$ cat src/sv/ocx_pkg.sv
// ----------------------------------------------------------------------------
// ocx_pkg
// Shared types, constants and helper functions of the octree cell index block.
// ----------------------------------------------------------------------------
package ocx_pkg;

	localparam int COORD_BITS = 8;
	localparam int MAX_DEPTH  = 8;
	localparam int CODE_W     = 3 * COORD_BITS;
	localparam int IDX_W      = 25;
	localparam int NUM_W      = 34;   // magnitude of corner minus origin
	localparam int DIV_W      = 31;   // cell size
	localparam int DIV_STEPS  = NUM_W;
	localparam int LANES      = 6;    // lo x/y/z, hi x/y/z

	typedef enum logic [2:0] {
		REG_ORIGIN_X = 3'd0,
		REG_ORIGIN_Y = 3'd1,
		REG_ORIGIN_Z = 3'd2,
		REG_CELL_X   = 3'd3,
		REG_CELL_Y   = 3'd4,
		REG_CELL_Z   = 3'd5,
		REG_DEPTH    = 3'd6
	} ocx_reg_t;

	typedef enum logic [1:0] {
		FUNC_BOX    = 2'd0,
		FUNC_TRI    = 2'd1,
		FUNC_SPHERE = 2'd2
	} ocx_func_t;

	// one division in flight
	typedef struct packed {
		logic [NUM_W-1:0]      num;
		logic [DIV_W-1:0]      rem;
		logic [COORD_BITS-1:0] quo;
		logic                  neg;
	} ocx_lane_t;

	typedef ocx_lane_t [LANES-1:0] ocx_lanes_t;

	function automatic logic [CODE_W-1:0] spread3(input logic [COORD_BITS-1:0] v);
		logic [CODE_W-1:0] r;
		r = '0;
		for (int i = 0; i < COORD_BITS; i++) begin
			r[3*i] = v[i];
		end
		return r;
	endfunction

	// (8^k - 1) / 7
	function automatic logic [IDX_W-1:0] octal_sum(input logic [3:0] k);
		logic [IDX_W-1:0] s;
		unique case (k)
			4'd0: s = 25'd0;
			4'd1: s = 25'd1;
			4'd2: s = 25'd9;
			4'd3: s = 25'd73;
			4'd4: s = 25'd585;
			4'd5: s = 25'd4681;
			4'd6: s = 25'd37449;
			4'd7: s = 25'd299593;
			4'd8: s = 25'd2396745;
			4'd9: s = 25'd19173961;
			default: s = 25'd0;
		endcase
		return s;
	endfunction

endpackage

$ cat src/sv/ocx_div_cell.sv
// ----------------------------------------------------------------------------
// ocx_div_cell
// One restoring division step for all six corner coordinates.
// ----------------------------------------------------------------------------
module ocx_div_cell
	import ocx_pkg::*;
(
	input  logic                       clk,
	input  logic                       arst_n,
	input  logic                       en,
	input  logic                       in_valid,
	input  ocx_lanes_t                 in_lanes,
	input  logic [2:0][DIV_W-1:0]      divisor,
	output logic                       out_valid,
	output ocx_lanes_t                 out_lanes
);

	ocx_lanes_t lanes_d;
	logic       valid_q;
	ocx_lanes_t lanes_q;

	always_comb begin
		logic [DIV_W:0] trial;
		logic [DIV_W:0] dv;
		logic           ge;
		for (int l = 0; l < LANES; l++) begin
			dv    = {1'b0, divisor[l % 3]};
			trial = {in_lanes[l].rem, in_lanes[l].num[NUM_W-1]};
			ge    = trial >= dv;
			lanes_d[l].num = {in_lanes[l].num[NUM_W-2:0], 1'b0};
			lanes_d[l].rem = ge ? DIV_W'(trial - dv) : trial[DIV_W-1:0];
			lanes_d[l].quo = {in_lanes[l].quo[COORD_BITS-2:0], ge};
			lanes_d[l].neg = in_lanes[l].neg;
		end
	end

	always_ff @(posedge clk or negedge arst_n) begin
		if (!arst_n) begin
			valid_q <= 1'b0;
		end else if (en) begin
			valid_q <= in_valid;
		end
	end

	always_ff @(posedge clk) begin
		if (en) begin
			lanes_q <= lanes_d;
		end
	end

	assign out_valid = valid_q;
	assign out_lanes = lanes_q;

endmodule

$ cat config.mk
export PLATFORM = sky130hd
export DESIGN_NAME = ocx_div_cell
export DESIGN_NICKNAME = d
export VERILOG_FILES = /design/src/sv/ocx_pkg.sv /design/src/sv/ocx_div_cell.sv
export SDC_FILE = /design/constraint.sdc
export NUM_CORES = 1
export LEC_CHECK = 0
export BUFFER_PORTS_ARGS = -buffer_cell sky130_fd_sc_hd__buf_2
export CAP_MARGIN = 10
export CORE_AREA = 3 3 377 379
export CTS_CLUSTER_DIAMETER = 30
export CTS_CLUSTER_SIZE = 28
export DETAILED_ROUTE_END_ITERATION = 10
export DIE_AREA = 0 0 380 382
export GPL_TIMING_DRIVEN = 0
export PLACE_DENSITY_LB_ADDON = 0.2
export SLEW_MARGIN = 0
export SYNTH_ARGS = -nofsm -noshare
export SYNTH_HDL_FRONTEND = slang
export SYNTH_SLANG_ARGS = --single-unit
$ cat constraint.sdc
create_clock -name clk -period 1.3 [get_ports clk]
set_input_delay 0.195 -clock clk [delete_from_list [all_inputs] [get_ports clk]]
set_output_delay 0.195 -clock clk [all_outputs]
set_load 0.02 [all_outputs]
* Word level (Yosys, flattened, before mapping)
Cells that the tools add are included.
Word-level totals: word-level logic and storage cells 43, flip-flop bits (word level) 439, bits of input ports 541, output and inout port bits 445
Operators by class: add/sub/neg operators 6, mux-type cells 6, magnitude comparators 6
Operators by type and width (number):
- 32-bit by 31-bit >= comparator with 1-bit output | 6
- 31-bit two-way mux | 6
- 31-bit subtractor | 6

* Depth between registers and ports, before layout
depth in word-level cells 2, gate-level depth with buffers 14

* Least setup slack after synthesis
No wires, ideal clock.
kind input-to-reg, start point input port in_lanes[147] in the netlist's numbering, end point register lanes_q, in the netlist out_lanes[100], data pin, required time 1.040 ns, slack -1.788 ns, arrival time 2.828 ns, stages 13, path buffers 1, path through inv_1 ha_1 fa_1 nand2b_1 a21oi_2 nor4b_4 o311a_4 nor2_4 o21bai_4 a2111oi_4 a2111oi_4 buf_6 mux2_4
RTL lines:
- start: declaration | RTL line ocx_div_cell.sv:12 | input ocx_lanes_t in_lanes,
- end signal: assignment | RTL line ocx_div_cell.sv:47 | lanes_q <= lanes_d;
- end: declaration | RTL line ocx_div_cell.sv:20 | ocx_lanes_t lanes_q;

==> key figures <==
Setup path
  – Critical Path Source: in_lanes[147]
  – Startpoint types: primary input
  – Worst path max stage delay: 410 ps
  – CP Cell Sequence: buf_12 -> inv_12 -> ha_4 -> fa_2 -> nand2b_4 -> a21oi_4 -> nor4b_4 -> o311a_4 -> nor2_4 -> o21bai_4 -> a2111oi_4 -> a2111oi_4 -> buf_6 -> buf_12 -> mux2_4
  – Crit path buf inv count: 4
  – Worst path depth: 15
  – Largest delay share family, worst path: compound AO/OA/AOI/OAI gates
  – Crit-path slowest cell: nor4b_4
  – Crit path capture type: flop
  – Worst Reg-to-Reg Cells: 1
  – CP Max Fanout: 7
  – WP data arrival: 2960 ps
  – Crit path kind: in -> reg
  – FF-to-FF Start: out_valid
  – Req. time, crit path: 1760 ps

Floorplan
  – Initial Utilization: between 10% and 20%
  – Row count: 137
  – Die W: 380 um
  – IO Count: 986
  – Core box area: approximately 0.14 mm^2
  – Die Y-Extent: 382 um
  – Die ar.: 0.145 mm^2

Timing
  – Clock skew after layout: 0 ps
  – RSZ-0062 raised after global routing: true
  – Slew HR: 44.2%
  – Min setup slack post-route: -1200 ps
  – Final hold violation count: 66
  – Sum of negative setup slack: -246,450 ps
  – Fin. max-slew vios: 0
  – Final setup vio count: 632
  – Fmax: 0.401 GHz
  – Hold WS: -223 ps
  – Worst-margin pin slew: between 800 and 900 ps
  – Final worst path period share: 192%
  – Min cycle time layout: 2500 ps

GRT
  – Global-route wire length before repair: 173,000 um
  – Vias in the first global route: 25,561
  – Largest net degree at the start of global routing: 114
  – Overflow after GRT: 0
  – Initial antenna violation count: 54
  – Total track usage: 16.1%

Run status
  – Status: finished, violations left
  – Failing checks: hold timing, setup timing

Cells and area
  – Commonest non-fill, non-tap cell in the layout: buf_2
  – Post-layout util: between 30% and 40%
  – Area delta synth->final: 94.1%
  – Commonest non-fill, non-tap cells in the layout: buf_2 (691), edfxtp_1 (438), dlygate4sd3_1 (436)
  – Share of layout cells above drive strength 1: 48.5%
  – Final #Nets: between 4,000 and 5,000

Power
  – Internal: 51.1 mW
  – Power Density: 1470 mW/mm^2
  – Sequential share of power: between 20% and 30%
  – Peak supply drop: 0.00131 V
  – Sw frac: 29.6%
  – P_sw: around 22 mW
  – Clk pwr share: 48.8%
  – Logic pwr share: about 26%
  – Leakage power: 20.9 nW

Logic synthesis
  – Yosys top cell by area: edfxtp_1
  – Synthesis-stage register bit count: 439
  – Syn Inst Count: 2,224
  – Top post-synthesis cells by area: edfxtp_1 (52%), ha_1 (9.2%), a21oi_1 (3.7%)
  – Primary FF master, synth: edfxtp_1
  – Top cell type's share of synthesized area: 51.7%
  – Mean post-synth cell area: 11.4 um^2
  – Synth unique cells: 86
  – Post-Syn Area: 0.0254 mm^2
  – Post-synth EDFFs: 438
  – Sequential area share after synthesis: 51.8%
  – Ys Warns: 0
  – FFs w/ async S/R, synth: 0.228%

Placement
  – GP Congestion: between 0.8 and 0.9
  – Placed wire-length estimate: ~95,000 um
  – IO buf count: 973

Routing
  – Post-route ant nets: 0
  – Routed vias/inst: 4.22
  – # DRC: 0
  – Initial DRC Count: 1,188
  – First-pass DRT Iterations: 5
  – Routed wire length: 126,000 um
  – DR WL/cell: 21.2 um
  – Vias: around 25,000

Clock tree
  – Clock-pin slew on the worst setup and hold paths: 40 ps
  – Total CTS buffers: ~150
  – CTS tree: done
  – Clock tree buffer depth: 3
  – Root buffer cell: clkbuf_16
  – Clock Latency Late Sink: 710 ps
  – H-tree depth: 4
  – CTS Sinks: 439

Worst hold path
  – Worst Hold Depth: 3
  – Hold Startpoint: in_lanes[295]
  – HP Class: in -> reg

Flow run
  – Max Cap Viol: 0
[what timing repair did]
action	CTS	global route
endpoints found under the setup margin	737	805
gates resized for setup	104	1183
endpoints found under the hold margin	499	81
setup buffers	14	126
gates cloned	2	19
hold buffers	426	10
pin swaps	28	124
[through the flow]
stage | power [mW] | instance area [um^2] | worst slack, ps | cells | hold WS (ps)
2_1_floorplan | 26.7 | 26800 | -1560 | 2229 | -101
3_5_place_dp | 32.2 | 34100 | -2330 | 5082 | -20.3
6_report | 72.6 | 49300 | -1200 | 5943 | -223
5_1_grt | 75.8 | 49300 | -1200 | 5934 | -286
4_1_cts | 69.8 | 44000 | -1150 | 5787 | -277
3_3_place_gp | 32.4 | 34000 | -8270 | 5078 | -20.7
[path summary, 6_finish.rpt]
path                       slack, ps              to
max in group asynchronous        860       out_valid
max reg2reg                      560       out_valid
max                            -1200  out_lanes[103]
min in group asynchronous        340       out_valid
min                             -220  out_lanes[231]
min reg2reg                      510       out_valid
[cells in the mapped netlist, drive strengths merged (39+ instances only)]
| master | count |
|---|---|
| xor2 | 70 |
| nand2 | 186 |
| nor2 | 98 |
| inv | 138 |
| ha | 186 |
| a21oi | 188 |
| mux2 | 71 |
| clkbuf | 39 |
| xnor2 | 86 |
| a21o | 87 |
| o21ai | 183 |
| edfxtp | 438 |
[sequential cells by signal, indices dropped and copies added, names as in the netlist]
name       cells
out_lanes    438
out_valid      1
[power by group through the flow]
| stage | sequential [mW] | clock, mW | combinational [mW] |
|---|---|---|---|
| finish | 18.5 | 35.4 | 18.7 |
| global route | 18.6 | 37.2 | 19.9 |
| CTS | 18.3 | 36.2 | 15.3 |
| detailed placement | 18.5 | 0 | 13.7 |
| global placement | 18.7 | 0 | 13.8 |
| floorplan | 20.5 | 0 | 6.26 |
[metal layers]
metal,share of wire (%),global-route usage (%),vias to the layer above
met5,0.13,0,-
met4,3.2,6.18,28
met3,7.5,5.74,241
met2,48,26.5,915
met1,41,19.3,12018
li1,-,-,11883
[final cells by class]
cell class	instances	area, um^2
antenna	18	45.0
clock buffer	166	3790
fill	13897	89800
buffer	45	611
multi-input combinational	1591	14600
tap	1876	2350
sequential	439	13200
inverter	138	654
clock inverter	100	1210
timing repair buffer	1570	12900
[logic make-up (layout without fill, tap and decap cells)]
| kind of cell | Yosys count | in the layout | synth area share [%] |
|---|---|---|---|
| buffers and inverters | 199 | 2019 | 3.21 |
| and+or+nand+nor | 505 | 505 | 9.67 |
| adders and majority gates | 192 | 192 | 9.63 |
| other | 1 | 24 | 0.0147 |
| AOI/OAI and AO/OA | 650 | 650 | 16.3 |
| muxes | 82 | 82 | 3.98 |
| xor gates and xnor gates | 156 | 156 | 5.37 |
| DFF | 439 | 439 | 51.8 |
No activity file was read; power rests on OpenSTA's default activity.
