<file path="src/sv/ocx_pkg.sv">
// ----------------------------------------------------------------------------
// ocx_pkg
// Shared types, constants and helper functions of the octree cell index block.
// ----------------------------------------------------------------------------
package ocx_pkg;

	localparam int COORD_BITS = 8;
	localparam int MAX_DEPTH  = 8;
	localparam int CODE_W     = 3 * COORD_BITS;
	localparam int IDX_W      = 25;
	localparam int NUM_W      = 34;   // magnitude of corner minus origin
	localparam int DIV_W      = 31;   // cell size
	localparam int DIV_STEPS  = NUM_W;
	localparam int LANES      = 6;    // lo x/y/z, hi x/y/z

	typedef enum logic [2:0] {
		REG_ORIGIN_X = 3'd0,
		REG_ORIGIN_Y = 3'd1,
		REG_ORIGIN_Z = 3'd2,
		REG_CELL_X   = 3'd3,
		REG_CELL_Y   = 3'd4,
		REG_CELL_Z   = 3'd5,
		REG_DEPTH    = 3'd6
	} ocx_reg_t;

	typedef enum logic [1:0] {
		FUNC_BOX    = 2'd0,
		FUNC_TRI    = 2'd1,
		FUNC_SPHERE = 2'd2
	} ocx_func_t;

	// one division in flight
	typedef struct packed {
		logic [NUM_W-1:0]      num;
		logic [DIV_W-1:0]      rem;
		logic [COORD_BITS-1:0] quo;
		logic                  neg;
	} ocx_lane_t;

	typedef ocx_lane_t [LANES-1:0] ocx_lanes_t;

	function automatic logic [CODE_W-1:0] spread3(input logic [COORD_BITS-1:0] v);
		logic [CODE_W-1:0] r;
		r = '0;
		for (int i = 0; i < COORD_BITS; i++) begin
			r[3*i] = v[i];
		end
		return r;
	endfunction

	// (8^k - 1) / 7
	function automatic logic [IDX_W-1:0] octal_sum(input logic [3:0] k);
		logic [IDX_W-1:0] s;
		unique case (k)
			4'd0: s = 25'd0;
			4'd1: s = 25'd1;
			4'd2: s = 25'd9;
			4'd3: s = 25'd73;
			4'd4: s = 25'd585;
			4'd5: s = 25'd4681;
			4'd6: s = 25'd37449;
			4'd7: s = 25'd299593;
			4'd8: s = 25'd2396745;
			4'd9: s = 25'd19173961;
			default: s = 25'd0;
		endcase
		return s;
	endfunction

endpackage

</file>
<file path="src/sv/ocx_front.sv">
// ----------------------------------------------------------------------------
// ocx_front
// Bounding box of the shape, then signed offset from origin split into
// magnitude and sign for the divider chain.
// ----------------------------------------------------------------------------
module ocx_front
	import ocx_pkg::*;
(
	input  logic                  clk,
	input  logic                  arst_n,
	input  logic                  en,
	input  logic                  in_valid,
	input  logic [1:0]            func,
	input  logic [2:0][31:0]      first,
	input  logic [2:0][31:0]      second,
	input  logic [2:0][31:0]      third,
	input  logic [30:0]           radius,
	input  logic [2:0][31:0]      origin,
	output logic                  out_valid,
	output ocx_lanes_t            out_lanes
);

	logic              valid_s1;
	logic [2:0][32:0]  lo_s1;
	logic [2:0][32:0]  hi_s1;
	logic              valid_s2;
	ocx_lanes_t        lanes_s2;

	logic [2:0][32:0]  lo_d;
	logic [2:0][32:0]  hi_d;
	ocx_lanes_t        lanes_d;

	always_comb begin
		logic signed [32:0] f, s, t, r, lo, hi;
		for (int a = 0; a < 3; a++) begin
			f  = $signed({first[a][31], first[a]});
			s  = $signed({second[a][31], second[a]});
			t  = $signed({third[a][31], third[a]});
			r  = $signed({2'b00, radius});
			lo = f;
			hi = s;
			if (func == FUNC_TRI) begin
				lo = f;
				hi = f;
				if (s < lo) lo = s;
				if (t < lo) lo = t;
				if (s > hi) hi = s;
				if (t > hi) hi = t;
			end else if (func == FUNC_SPHERE) begin
				lo = f - r;
				hi = f + r;
			end
			lo_d[a] = lo;
			hi_d[a] = hi;
		end
	end

	always_comb begin
		logic signed [NUM_W-1:0] d;
		logic [32:0]             b;
		for (int l = 0; l < LANES; l++) begin
			b = (l < 3) ? lo_s1[l % 3] : hi_s1[l % 3];
			d = $signed({b[32], b}) - $signed({{2{origin[l % 3][31]}}, origin[l % 3]});
			lanes_d[l].neg = d[NUM_W-1];
			lanes_d[l].num = d[NUM_W-1] ? NUM_W'(-d) : NUM_W'(d);
			lanes_d[l].rem = '0;
			lanes_d[l].quo = '0;
		end
	end

	always_ff @(posedge clk or negedge arst_n) begin
		if (!arst_n) begin
			valid_s1 <= 1'b0;
			valid_s2 <= 1'b0;
		end else if (en) begin
			valid_s1 <= in_valid;
			valid_s2 <= valid_s1;
		end
	end

	always_ff @(posedge clk) begin
		if (en) begin
			lo_s1    <= lo_d;
			hi_s1    <= hi_d;
			lanes_s2 <= lanes_d;
		end
	end

	assign out_valid = valid_s2;
	assign out_lanes = lanes_s2;

endmodule

</file>
<file path="config.mk">
export PLATFORM = sky130hd
export DESIGN_NAME = ocx_front
export DESIGN_NICKNAME = d
export VERILOG_FILES = /design/src/sv/ocx_pkg.sv /design/src/sv/ocx_front.sv
export SDC_FILE = /design/constraint.sdc
export NUM_CORES = 2
export LEC_CHECK = 0
export BUFFER_PORTS_ARGS = -buffer_cell sky130_fd_sc_hd__buf_2
export CORE_AREA = 2 2 333 335
export DETAILED_ROUTE_END_ITERATION = 8
export DIE_AREA = 0 0 335 337
export PLACE_DENSITY = 0.82
export SLEW_MARGIN = 30
export SYNTH_ARGS = -nofsm -noshare
export SYNTH_HDL_FRONTEND = slang
export SYNTH_SLANG_ARGS = --single-unit
export TNS_END_PERCENT = 1
</file>
<file path="constraint.sdc">
create_clock -name clk -period 4.54 [get_ports clk]
set_input_delay 0.454 -clock clk [delete_from_list [all_inputs] [get_ports clk]]
set_output_delay 0.454 -clock clk [all_outputs]
set_load 0.01 [all_outputs]
</file>
Yosys cells after proc, flatten, opt, wreduce, memory -nomap -nowiden

Index checks and enable logic that the tools add are counted.

$add $sub $neg: 18
Magnitude comparators: 12
Eq/ne operators: 2
Muxes and demuxes: 36

Operators with widths:

| operator                                                              | number |
|---|---|
| 33-bit 2-to-1 mux                                                     | 36 |
| 34-bit negator                                                        | 6 |
| 33-bit by 32-bit subtractor with 34-bit output                        | 6 |
| 32-bit by 32-bit adder with 33-bit output                             | 3 |
| 32-bit by 33-bit > comparator with 1-bit output                       | 3 |
| 32-bit by 33-bit less-than comparator with 1-bit output               | 3 |
| 32-bit by 32-bit subtractor with 33-bit output                        | 3 |
| 32-bit > comparator                                                   | 3 |
| 32-bit less-than comparator                                           | 3 |
| 2-bit by 1-bit equality test with 1-bit output, second input constant | 1 |
| 2-bit equality test, second input constant                            | 1 |

Register bits after elaboration: 410
Input bits: 421
Output and inout bits: 445
Logic and storage cells: 94

Logic depth before layout (Yosys ltp)

Depth after elaboration: 6
Mapped depth: 26

Least setup slack after synthesis

No wires, ideal clock.

Kind: input port to flip-flop
From: input first[95] (netlist bit)
To: register lo_s1[75] (netlist bit) (data pin)
Library setup time: 0.270 ns
Arrival time: 5.730 ns
Required time: 4.270 ns
Slack: -1.461 ns
Cell stages on the path: 25
Cells stage by stage: clkbuf_1 -> inv_1 -> ha_1 -> nand4_1 -> or4_1 -> or4_1 -> o221ai_1 -> mux2_4 -> buf_2 -> buf_1 -> nor2_1 -> a21oi_1 -> ha_1 -> a21oi_1 -> o21ai_0 -> a211oi_1 -> o31ai_1 -> a31oi_1 -> or4_1 -> o21ai_2 -> o31a_1 -> clkbuf_1 -> nand2_1 -> o21ai_0 -> a21oi_1

RTL lines:

| element              | RTL line        | text |
|---|---|---|
| start, declared      | ocx_front.sv:14 | `input logic [2:0][31:0] first,` |
| end signal, assigned | ocx_front.sv:83 | `lo_s1 <= lo_d;` |
| end, declared        | ocx_front.sv:24 | `logic [2:0][32:0] lo_s1;` |

==> impl_metrics.toml <==
[timing]
tightest_slew_ns = 1.036
timing.fmax_mhz = 191.4
period_minus_slack_ns = 5.225
setup_violations = 203
worst_slack_ns = -0.6851
final_hold_viol_count = 0
finalCritPeriodShare_pct = 115.1
grt_setup_unrepaired = "yes"
slew_headroom_pct = 30.96
slew_violations = 0
clock-skew-final_ns = 0.02827

[power_and_ir_drop]
p_sw_share_pct = 41.78
power_density_nw_per_um2 = 349.7
comb_power_share_pct = 55.9
p_leak_nw = 30.95
p_clk_share_pct = 19.6
vdd_drop_max_mv = 0.3251
power.internal_mw = 13.69
seq_power_share_pct = 24.5
p_sw_mw = 9.827
fin_total_pwr_mw = 23.52

[cts]
clk_pin_slew_ns = 0.06
cts_root_buffer = "clkbuf_16"
cts_num_sinks = 410
htree_levels = 2
clock_latency_ns = 0.70
cts_tree = "done"
clockBufferDepth = 3
cts-buffers-inserted = 54

[detailed_routing]
drc = 0
num_vias = 57800
ant_nets = 0
post_drt_wl_per_cell_um = 23.71
wl_um = 225100
dr.pass1.iters = 8
drtIter0Drc = 6069
via_per_inst = 6.088

[floorplanning]
die_w_um = 335
pin_count = 866
initial_core_util_pct = 49.68
rows = 122
fp.dieH_um = 337
core-area_um2 = 109600
die_area_um2 = 112900

[yosys]
yosys_warnings = 0
synth-edff-count = 408
synth_cells = 6748
yosysSeqAreaShare_pct = 22.59
synth_cell_types = 106
synthArstFlopShare_pct = 0.4878
ys.flop_type = "edfxtp_1"
synth_seq_cells = 410
postSynthAreaPerCell_um2 = 8.070
syn_area_um2 = 54450

[worst_setup_path]
critPathBufInv = 8
worstPathArrival_ns = 5.68
cpLargestDelayFamily = "compound AO/OA/AOI/OAI gates"
path_class = "input pin to register"
start_kind = "input pin"
cp_max_fo = 7
crit_path_frequent_cell = "buf_6"
reg2reg_slack_ns = -0.06
end_kind = "register"
cp_slowest_stage_delay_ns = 0.58
cp.required_ns = 5.00
cp_slowest_cell = "or4_4"

[global_route]
gr-usage-all-layers_pct = 37.85
grt_pass1_wl_um = 325700
grt_max_degree = 141
antenna_found_initial = 65
grt_pass1_vias = 54380
overflow = 0

[layout]
syn2layout_area_growth_pct = 23.52
final_area_um2 = 67260
final_common_cell = "buf_4"
drive_gt1_share_pct = 22.76
layout.cells.non_filler = 9494
mostFrequentLayoutCells = "buf_4 (774), ha_1 (657), buf_2 (610), a21oi_1 (606), nor2_1 (540)"
design.final.nets = 9071

[place]
portBuffers = 631
gp_congestion = 1.065
pre_cts_slack_ns = -1.717
post-place-cells = 9304
hpwlAfterDp_um = 182500
place_area_um2 = 63840

[job]
maxCapViolCount = 0

[outcome]
status = "finished with violations"
violations = "setup timing"

[hold_path]
hold_class = "input pin to async pin"
[what timing repair did]
action,4_1_cts,5_1_grt
buffers inserted,20,2
endpoints found under the setup margin,198,241
pin swaps,58,36
gates cloned,8,0
hold endpoints to repair,3,0
resized for setup,166,88
hold buffers,2,0
[power by group through the flow]
| stage | Sequential [mW] | Clock [mW] | Combinational (mW) |
|---|---|---|---|
| 2_1_floorplan | 6.04 | 0 | 7.64 |
| 3_3_place_gp | 5.80 | 0 | 12.1 |
| 3_5_place_dp | 5.82 | 0 | 12.3 |
| 4_1_cts | 5.75 | 4.65 | 12.8 |
| 5_1_grt | 5.81 | 4.76 | 14.2 |
| 6_report | 5.75 | 4.61 | 13.2 |
[path summary, 6_finish.rpt]
path,start,endpoint,cells past startpoint
worst max register to register,hi_s1[66]$_DFFE_PP_,out_lanes[438]$_DFFE_PP_,15
worst min register to register,valid_s1$_DFFE_PN0P_,out_valid$_DFFE_PN0P_,1
min in group clk,third[76],lo_s1[78]$_DFFE_PP_,3
max in group asynchronous,arst_n,valid_s1$_DFFE_PN0P_,2
worst max-delay path,first[89],hi_s1[88]$_DFFE_PP_,25
worst min-delay path,arst_n,out_valid$_DFFE_PN0P_,2
[registers in the layout, indices dropped and copies added (netlist names)]
signal and cells:
out_lanes 210, hi_s1 99, out_valid 1, lo_s1 99, valid_s1 1
[synth_stat cells, types with 18 or more instances]
cell type / instances / area [um^2]
ha_1: 675 / 8446
a21oi_1: 624 / 3123
nor2_1: 552 / 2072
inv_1: 485 / 1821
nand2_1: 477 / 1790
o21ai_0: 413 / 2067
edfxtp_1: 408 / 12250
xnor2_1: 324 / 2838
clkbuf_1: 253 / 949.7
buf_4: 235 / 1764
a21o_1: 214 / 1607
mux2i_1: 211 / 2112
nand3_1: 130 / 650.6
nor3_1: 129 / 645.6
xor2_1: 129 / 1130
a211oi_1: 127 / 953.4
a31oi_1: 89 / 556.8
nand4_1: 86 / 538.0
o22ai_1: 86 / 538.0
o21a_1: 78 / 585.6
nor2b_1: 68 / 425.4
o211ai_1: 64 / 480.5
o21bai_1: 63 / 473.0
o31ai_1: 61 / 457.9
nand2b_1: 57 / 356.6
or2_2: 50 / 312.8
or3_1: 49 / 306.5
and3_1: 48 / 300.3
and2_1: 34 / 212.7
mux2_2: 32 / 360.4
nor4_1: 32 / 200.2
buf_1: 25 / 93.84
a311oi_1: 21 / 183.9
o221ai_1: 21 / 183.9
a221oi_1: 20 / 175.2
o41ai_1: 19 / 166.4
or4_1: 19 / 142.6
o311ai_0: 18 / 157.7
[logic make-up (layout without fill, tap and decap cells)]
group,count (synthesis),count (layout),share of synthesized area (%)
xor+xnor,453,453,7.286
flops,410,410,22.59
simple gates,1808,1808,15.88
buf+inv,1016,2043,8.662
other cells,1,294,0.006886
fa+ha+maj,687,687,15.95
compound gates,2128,2128,25.04
mux,245,245,4.588
[area by class of cell]
cell class	count	area [um^2]
antenna	60	150.1
tap	1426	1784
inverter	486	1839
clock buffer	63	1406
timing repair buffer	1456	10070
multi-input combinational	5555	39260
clock inverter	38	446.7
fill	9695	42340
sequential	410	12300
[per-stage QoR]
stage | hold slack (ns) | utilization [%] | TNS [ns]
after floorplan | 0.1584 | - | -161.62
after global placement | 0.2380 | 58.24 | -251.55
after detailed placement | 0.2430 | 58.24 | -283.50
after CTS | 0.05936 | 60.91 | -61.53
after global routing | 0.09430 | 61.31 | -109.62
final | 0.09366 | 61.37 | -74.22
[routing by layer]
layer	track usage (%)	vias up	wire [um]
met2	59.95	3117	99700
li1	-	26810	-
met3	7.977	743	22500
met4	22.09	28	14540
met1	47.60	27100	88170
met5	0	-	182
(Power assumes the default switching activity.)
